==> src/rtl/core/caa_pkg.sv <==
package caa_pkg;

  localparam int LABEL_W = 10;
  localparam int AFF_W   = 16;
  localparam int WGT_W   = 16;
  localparam int PROD_W  = AFF_W + WGT_W;
  localparam int WSUM_W  = 40;
  localparam int PSUM_W  = 56;
  localparam int CFG_W   = 10;

  // quotient bits produced by the divider, one per step
  localparam int DIV_STEPS = AFF_W;
  localparam int DIV_CNT_W = $clog2(DIV_STEPS + 1);

  localparam logic OP_ACC  = 1'b0;
  localparam logic OP_READ = 1'b1;

  localparam logic CFG_IGNORE_ENABLE = 1'b0;
  localparam logic CFG_IGNORE_LABEL  = 1'b1;

  typedef struct packed {
    logic               op;
    logic [LABEL_W-1:0] label_u;
    logic [LABEL_W-1:0] label_v;
    logic               neighbor_inside;
    logic [AFF_W-1:0]   affinity;
    logic [WGT_W-1:0]   weight;
  } item_t;

  typedef struct packed {
    logic [LABEL_W-1:0] label_out;
    logic [AFF_W-1:0]   mean_affinity;
    logic [AFF_W-1:0]   max_affinity;
    logic [WSUM_W-1:0]  weight_total;
  } result_t;

  typedef struct packed {
    logic [AFF_W-1:0]  max_aff;
    logic [WSUM_W-1:0] wsum;
    logic [PSUM_W-1:0] psum;
  } entry_t;

  typedef enum logic [2:0] {
    S_CLEAR,
    S_IDLE,
    S_ACC_MUL,
    S_ACC_WR,
    S_RD_LOAD,
    S_RD_DIV
  } state_t;

endpackage

==> src/rtl/core/caa_div.sv <==
module caa_div (
  input  logic                        clk,
  input  logic                        rst,
  input  logic                        start,
  input  logic [caa_pkg::PSUM_W-1:0]  numerator,
  input  logic [caa_pkg::WSUM_W-1:0]  denominator,
  output logic                        done,
  output logic [caa_pkg::AFF_W-1:0]   quotient
);
  import caa_pkg::*;

  logic [WSUM_W:0]      rem;
  logic [AFF_W-1:0]     low;
  logic [WSUM_W-1:0]    den;
  logic [DIV_CNT_W-1:0] cnt;
  logic                 active;
  logic                 first;

  logic [WSUM_W:0]   opa;
  logic [WSUM_W+1:0] diff;
  logic              ge;

  // one shared subtractor: the first pass tests for overflow of the quotient,
  // then each pass brings down one numerator bit
  always_comb begin
    opa  = first ? rem : {rem[WSUM_W-1:0], low[AFF_W-1]};
    diff = {1'b0, opa} - {2'b00, den};
    ge   = ~diff[WSUM_W+1];
  end

  always_ff @(posedge clk) begin
    if (rst) begin
      active <= 1'b0;
      done   <= 1'b0;
    end else begin
      done <= 1'b0;
      if (start) begin
        rem      <= {1'b0, numerator[PSUM_W-1:AFF_W]};
        low      <= numerator[AFF_W-1:0];
        den      <= denominator;
        quotient <= '0;
        cnt      <= DIV_CNT_W'(DIV_STEPS);
        first    <= 1'b1;
        active   <= (denominator != '0);
        // zero weight: mean reads as zero
        done     <= (denominator == '0);
      end else if (active) begin
        if (first) begin
          first <= 1'b0;
          if (ge) begin
            quotient <= '1;
            active   <= 1'b0;
            done     <= 1'b1;
          end
        end else begin
          rem      <= ge ? diff[WSUM_W:0] : opa;
          low      <= {low[AFF_W-2:0], 1'b0};
          quotient <= {quotient[AFF_W-2:0], ge};
          cnt      <= cnt - 1'b1;
          if (cnt == DIV_CNT_W'(1)) begin
            active <= 1'b0;
            done   <= 1'b1;
          end
        end
      end
    end
  end

endmodule

==> config.mk <==
export PLATFORM = sky130hd
export DESIGN_NAME = caa_div
export DESIGN_NICKNAME = d
export VERILOG_FILES = /design/src/rtl/core/caa_pkg.sv /design/src/rtl/core/caa_div.sv
export SDC_FILE = /design/constraint.sdc
export NUM_CORES = 1
export LEC_CHECK = 0
export BUFFER_PORTS_ARGS = -buffer_cell sky130_fd_sc_hd__buf_2
export CELL_PAD_IN_SITES_DETAIL_PLACEMENT = 0
export CELL_PAD_IN_SITES_GLOBAL_PLACEMENT = 1
export CORE_ASPECT_RATIO = 0.7
export CORE_MARGIN = 2
export CORE_UTILIZATION = 48
export CTS_CLUSTER_DIAMETER = 100
export DETAILED_ROUTE_END_ITERATION = 7
export GPL_TIMING_DRIVEN = 0
export PLACE_DENSITY = 0.82
export SLEW_MARGIN = 25
export SYNTH_ARGS = -nofsm -noshare
export SYNTH_HDL_FRONTEND = slang
export SYNTH_SLANG_ARGS = --single-unit
==> constraint.sdc <==
create_clock -name clk -period 12.3 [get_ports clk]
set_input_delay 1.23 -clock clk [delete_from_list [all_inputs] [get_ports clk]]
set_output_delay 1.23 -clock clk [all_outputs]
set_load 0.03 [all_outputs]
======== Yosys cells after proc, flatten, opt, wreduce, memory -nomap -nowiden ========
Index checks and enable logic that the tools add are counted.
cells by class
  bitwise logic cells ..................... 2
  reductions and logical operators ........ 7
  $add $sub $neg .......................... 2
  multiplexer cells ....................... 24
  equality and inequality tests ........... 3
operator list
  cell                                                   number
  two-way mux 41 bit                                     4
  two-way mux 16 bit                                     6
  subtractor 41 x 40 -> 42 bit                           1
  logical NOT 40 bit                                     1
  two-way mux 40 bit                                     1
  nonzero test 40 bit                                    1
  two-way mux 1 bit                                      11
  two-way mux 5 bit                                      2
  AND reduction 3 bit                                    2
  == test 5 x 1 -> 1 bit, second input constant          1
  subtractor 5 x 1 -> 5 bit, second input constant       1
  AND reduction 2 bit                                    2
  inequality test 3 bit, second input constant           1
  inequality test 2 x 1 -> 1 bit, second input constant  1
  inverter 1 bit                                         2
  nonzero test 2 bit                                     1
storage, ports and cells
  register bits after elaboration ......... 121
  output and inout bits ................... 17
  input port bits ......................... 99
  logic and storage cells ................. 47

======== Depth between registers and ports, before layout ========
  word-level depth ........................ 6
  depth in mapped cells ................... 17
  gate-level depth less buffers ........... 13

======== Worst setup path after synthesis ========
Ideal clock, no wire load.
  path kind ............................... input port to flip-flop
  start point ............................. input port start
  end point ............................... register cnt[0] (enable)
  required time ........................... 11.798 ns
  cell stages on the path ................. 4
  setup time .............................. 0.502 ns
  arrival ................................. 4.894 ns
  path buffers ............................ 2
  slack ................................... 6.903 ns
  cell sequence ........................... clkbuf_1 clkinv_1 clkbuf_1 a21oi_1
on the way
  longest elaborated chain between the ends .. 2
  elaborated cells between the ends (all ways) .. 3
  those cells by class .................... eq/ne: 1; reduce/logical: 2
RTL lines
  element                                                                                line           RTL
  from (decl)                                                                            caa_div.sv:4   input logic start,
  inequality test 2 x 1 -> 1 bit (no source line) or nonzero test 2 bit (tied branches)  -
  AND reduction 3 bit (no source line) (*)                                               -
  to (signal assigned)                                                                   caa_div.sv:42  cnt <= DIV_CNT_W'(DIV_STEPS);
  to (signal assigned)                                                                   caa_div.sv:59  cnt <= cnt - 1'b1;
  to (decl)                                                                              caa_div.sv:15  logic [DIV_CNT_W-1:0] cnt;
Every way passes the cells marked *; elsewhere a longest branch is shown, timed or not.
A chain may end at the register's enable or synchronous reset.

======== Worst setup path in the final report ========
  start point ............................. register first
  end point ............................... register quotient[1] (netlist name) (enable)
on the way
  longest elaborated chain between the ends .. 4
RTL lines
  element                                     line           RTL
  from (decl)                                 caa_div.sv:17  logic first;
  from (signal assigned)                      caa_div.sv:43  first <= 1'b1;
  from (signal assigned)                      caa_div.sv:49  first <= 1'b0;
  two-way mux 41 bit                          caa_div.sv:26  opa = first ? rem : {rem[WSUM_W-1:0], low[AFF_W-1]};
  subtractor 41 x 40 -> 42 bit                caa_div.sv:27  diff = {1'b0, opa} - {2'b00, den};
  inequality test 3 bit (no source line) (*)  -
  AND reduction 3 bit (no source line) (*)    -
  to (signal assigned)                        caa_div.sv:58  quotient <= {quotient[AFF_W-2:0], ge};
  to (decl)                                   caa_div.sv:8   output logic [caa_pkg::AFF_W-1:0] quotient
Marks and branches as above.

==> flow_metrics.py <==
metrics = {
    "worst_setup_path": {
        "critical_path_class": "register to register",
        "r2r_slack_ps": 6510,
        "worstReg2RegStart": "first$_SDFFCE_PP1P_",
        "cp-end-kind": "register",
        "crit_fanout": 12,
        "worstSetupStartpointType": "register",
        "cp.arrival_ps": 5910,
        "r2r-end": "quotient[1]$_SDFFCE_PP0P_",
        "cp_data_required_time_ps": 12420,
        "reg2reg_depth": 16,
    },
    "min_path": {
        "min_delay_path_depth": 2,
        "holdCritPathClass": "register to register",
        "hp-start": "active$_SDFF_PP0_",
        "min_to": "done$_SDFF_PP0_",
    },
    "layout": {
        "nNetsFinal": 1072,
        "instances_no_fill": 1167,
        "drive_gt1_share_pct": 25.4,
        "num_antenna_cells": 0,
        "fin_util_pct": 58.4,
        "layout_common_cells": "buf_2, edfxtp_1, nor2_1",
        "areaGrowthSynthToFinish_pct": 19.8,
        "layout_commonest_cell": "buf_2",
        "fill_cells": 1431,
    },
    "cts": {
        "post_cts_buffers": 0,
        "cts_hold_buf": 0,
        "cts-resized-gates": 0,
        "cts_buffers": 17,
        "cts_buffer_depth": 2,
        "cts.sinks": 121,
        "cts_tree": "built",
        "root_buffer": "clkbuf_16",
        "clk_pin_slew_ps": 60,
        "clock_latency_ps": 420,
        "cts_max_level": 4,
    },
    "die": {
        "die_h_um": 111,
        "io_pins": 116,
        "start_util_pct": 48.7,
        "num_rows": 39,
        "die_x_um": 158,
        "core_um2": 16200,
        "dieArea_um2": 17600,
    },
    "global_routing": {
        "grt_pass1_wl_um": 35100,
        "met3_usage_pct": 7.20,
        "grt_pass1_vias": 6138,
        "grt_busiest_layer": "met1",
        "overflow": 0,
        "grt_use_met2_pct": 35.2,
        "grt_usage_pct": 26.9,
        "grt_max_degree": 22,
        "use_met1_pct": 43.3,
        "antenna_found_initial": 0,
    },
    "pwr": {
        "ir_drop_uv": 82.0,
        "total_leakage_power_nw": 3.94,
        "p_per_area_nw_per_um2": 147,
    },
    "sta": {
        "rsz0062_at_grt": "false",
        "finalMaxSlewViolations": 0,
        "setup_viol": 0,
        "finalClockSkew_ps": 10.6,
        "period_minus_slack_ps": 5790,
        "worst_pin_slew_ps": 973,
        "fin_ws_ps": 6510,
        "fin_tns_setup_ps": 0,
        "finalHoldViolCount": 0,
        "period_share_pct": 47.1,
        "slew_headroom_pct": 35.1,
        "fmax_mhz": 173,
    },
    "drt": {
        "finalWirelength_um": 22800,
        "drc": 0,
        "via_per_inst": 5.62,
        "drt-initial-drc-count": 669,
        "dr.pass1.iters": 5,
        "wl_per_cell_um": 19.6,
        "vias": 6554,
        "antenna_left": 0,
    },
    "placed_design": {
        "pre_cts_slack_ps": 6640,
        "globalplace.congestion": 0.940,
        "place_inst": 1135,
        "port_buffers": 115,
        "hpwl_um": 16900,
    },
    "synth": {
        "synth_edf_count": 119,
        "netlist_area_um2": 7920,
        "synth_warnings": 0,
        "yosysUniqueCellTypes": 61,
        "syn_inst": 790,
        "yosysSeqAreaShare_pct": 45.6,
        "synth-async-reset-ratio_pct": 0,
        "synth_nets": 933,
        "synth.avg_cell_area_um2": 10.0,
        "synthFlopType": "edfxtp_1",
        "synth_seq_cells": 121,
    },
    "flow_run": {
        "maxCapViolations": 0,
    },
    "status": {
        "status": "finished clean",
    },
}
[registers in the layout (all words and copies together) (netlist names)]
register  count
first         1
rem          41
quotient     16
low          16
done          1
den          40
active        1
cnt           5
[critical path, cell delays in order (launching register included)]
cell	delay, ps
edfxtp_1	340
clkbuf_1	340
clkbuf_1	630
clkbuf_1	780
mux2_2	450
ha_1	360
o211ai_1	100
a21o_1	200
a21oi_1	310
o211a_1	330
o2111ai_2	140
and3_1	220
buf_2	170
buf_6	160
buf_2	260
a31oi_2	390
buf_4	280
[cells in the mapped netlist (5+ instances only)]
| cell type | instances | share of area (%) |
|---|---|---|
| edfxtp_1 | 119 | 45 |
| nor2_1 | 88 | 4.2 |
| nand2_1 | 77 | 3.6 |
| a21oi_1 | 63 | 4.0 |
| mux2_2 | 63 | 9.0 |
| inv_1 | 52 | 2.5 |
| ha_1 | 43 | 6.8 |
| clkbuf_1 | 25 | 1.2 |
| a31oi_1 | 22 | 1.7 |
| o21ai_0 | 20 | 1.3 |
| xnor2_1 | 20 | 2.2 |
| a21o_1 | 16 | 1.5 |
| o21ai_1 | 14 | 0.88 |
| and3_1 | 13 | 1.0 |
| nand3_1 | 13 | 0.82 |
| xor2_1 | 13 | 1.4 |
| mux2i_1 | 11 | 1.4 |
| buf_2 | 10 | 0.63 |
| nor3_1 | 10 | 0.63 |
| nor4_1 | 10 | 0.79 |
| o211ai_1 | 8 | 0.76 |
| nand4_1 | 7 | 0.55 |
| o21bai_1 | 7 | 0.66 |
| nand2b_1 | 6 | 0.47 |
| a211oi_1 | 5 | 0.47 |
[final cells by class]
class                           count  area [um^2]  area share (%)
Timing Repair Buffer              120          693            7.30
Clock inverter                     15          143            1.50
Buffer                             38          166            1.75
Multi-Input combinational cell    578         3970            41.8
Sequential cell                   121         3610            38.1
Clock buffer                       17          425            4.48
Tap cell                          225          282            2.97
Inverter                           53          199            2.10
[how the worst max path moves through the flow]
stage	start	endpoint
after floorplan	start	cnt[0]$_SDFFCE_PP0P_
after detailed placement	first$_SDFFCE_PP1P_	quotient[5]$_SDFFCE_PP0P_
after CTS	first$_SDFFCE_PP1P_	quotient[2]$_SDFFCE_PP0P_
after global routing	first$_SDFFCE_PP1P_	quotient[1]$_SDFFCE_PP0P_
after global placement	start	rem[21]$_DFFE_PP_
final	first$_SDFFCE_PP1P_	quotient[1]$_SDFFCE_PP0P_
[per-stage QoR]
| step | area (um^2) | power (mW) | hold slack, ps |
|---|---|---|---|
| after floorplan | 7920 | 0.796 | 481 |
| after global placement | 8780 | 0.901 | 502 |
| after detailed placement | 8920 | 0.908 | 510 |
| after CTS | 9490 | 1.39 | 522 |
| after global routing | 9490 | 1.46 | 572 |
| final | 9490 | 1.40 | 521 |
[cells by family after synthesis]
family	Yosys count	share of synthesized area [%]
AO/OA/AOI/OAI	182	14.6
adder cells (fa/ha/maj)	44	7.04
AND/OR/NAND/NOR	242	13.7
buffers and inverters	91	4.61
XOR/XNOR	33	3.65
flip-flops	121	45.6
multiplexers	77	10.8
[report_power, final]
part | internal, mW | total [mW] | switching (mW) | leakage [nW]
registers | 0.495 | 0.507 | 0.0124 | 1.14
logic | 0.162 | 0.402 | 0.239 | 2.54
clock network | 0.282 | 0.487 | 0.205 | 0.271
[routing by layer]
metal / vias up / routed length (um)
met2: 287 / 8870
met5: - / 0
met4: 0 / 261
met3: 21 / 2150
met1: 3082 / 11600
li1: 3164 / -
No activity file was read; power rests on OpenSTA's default activity.
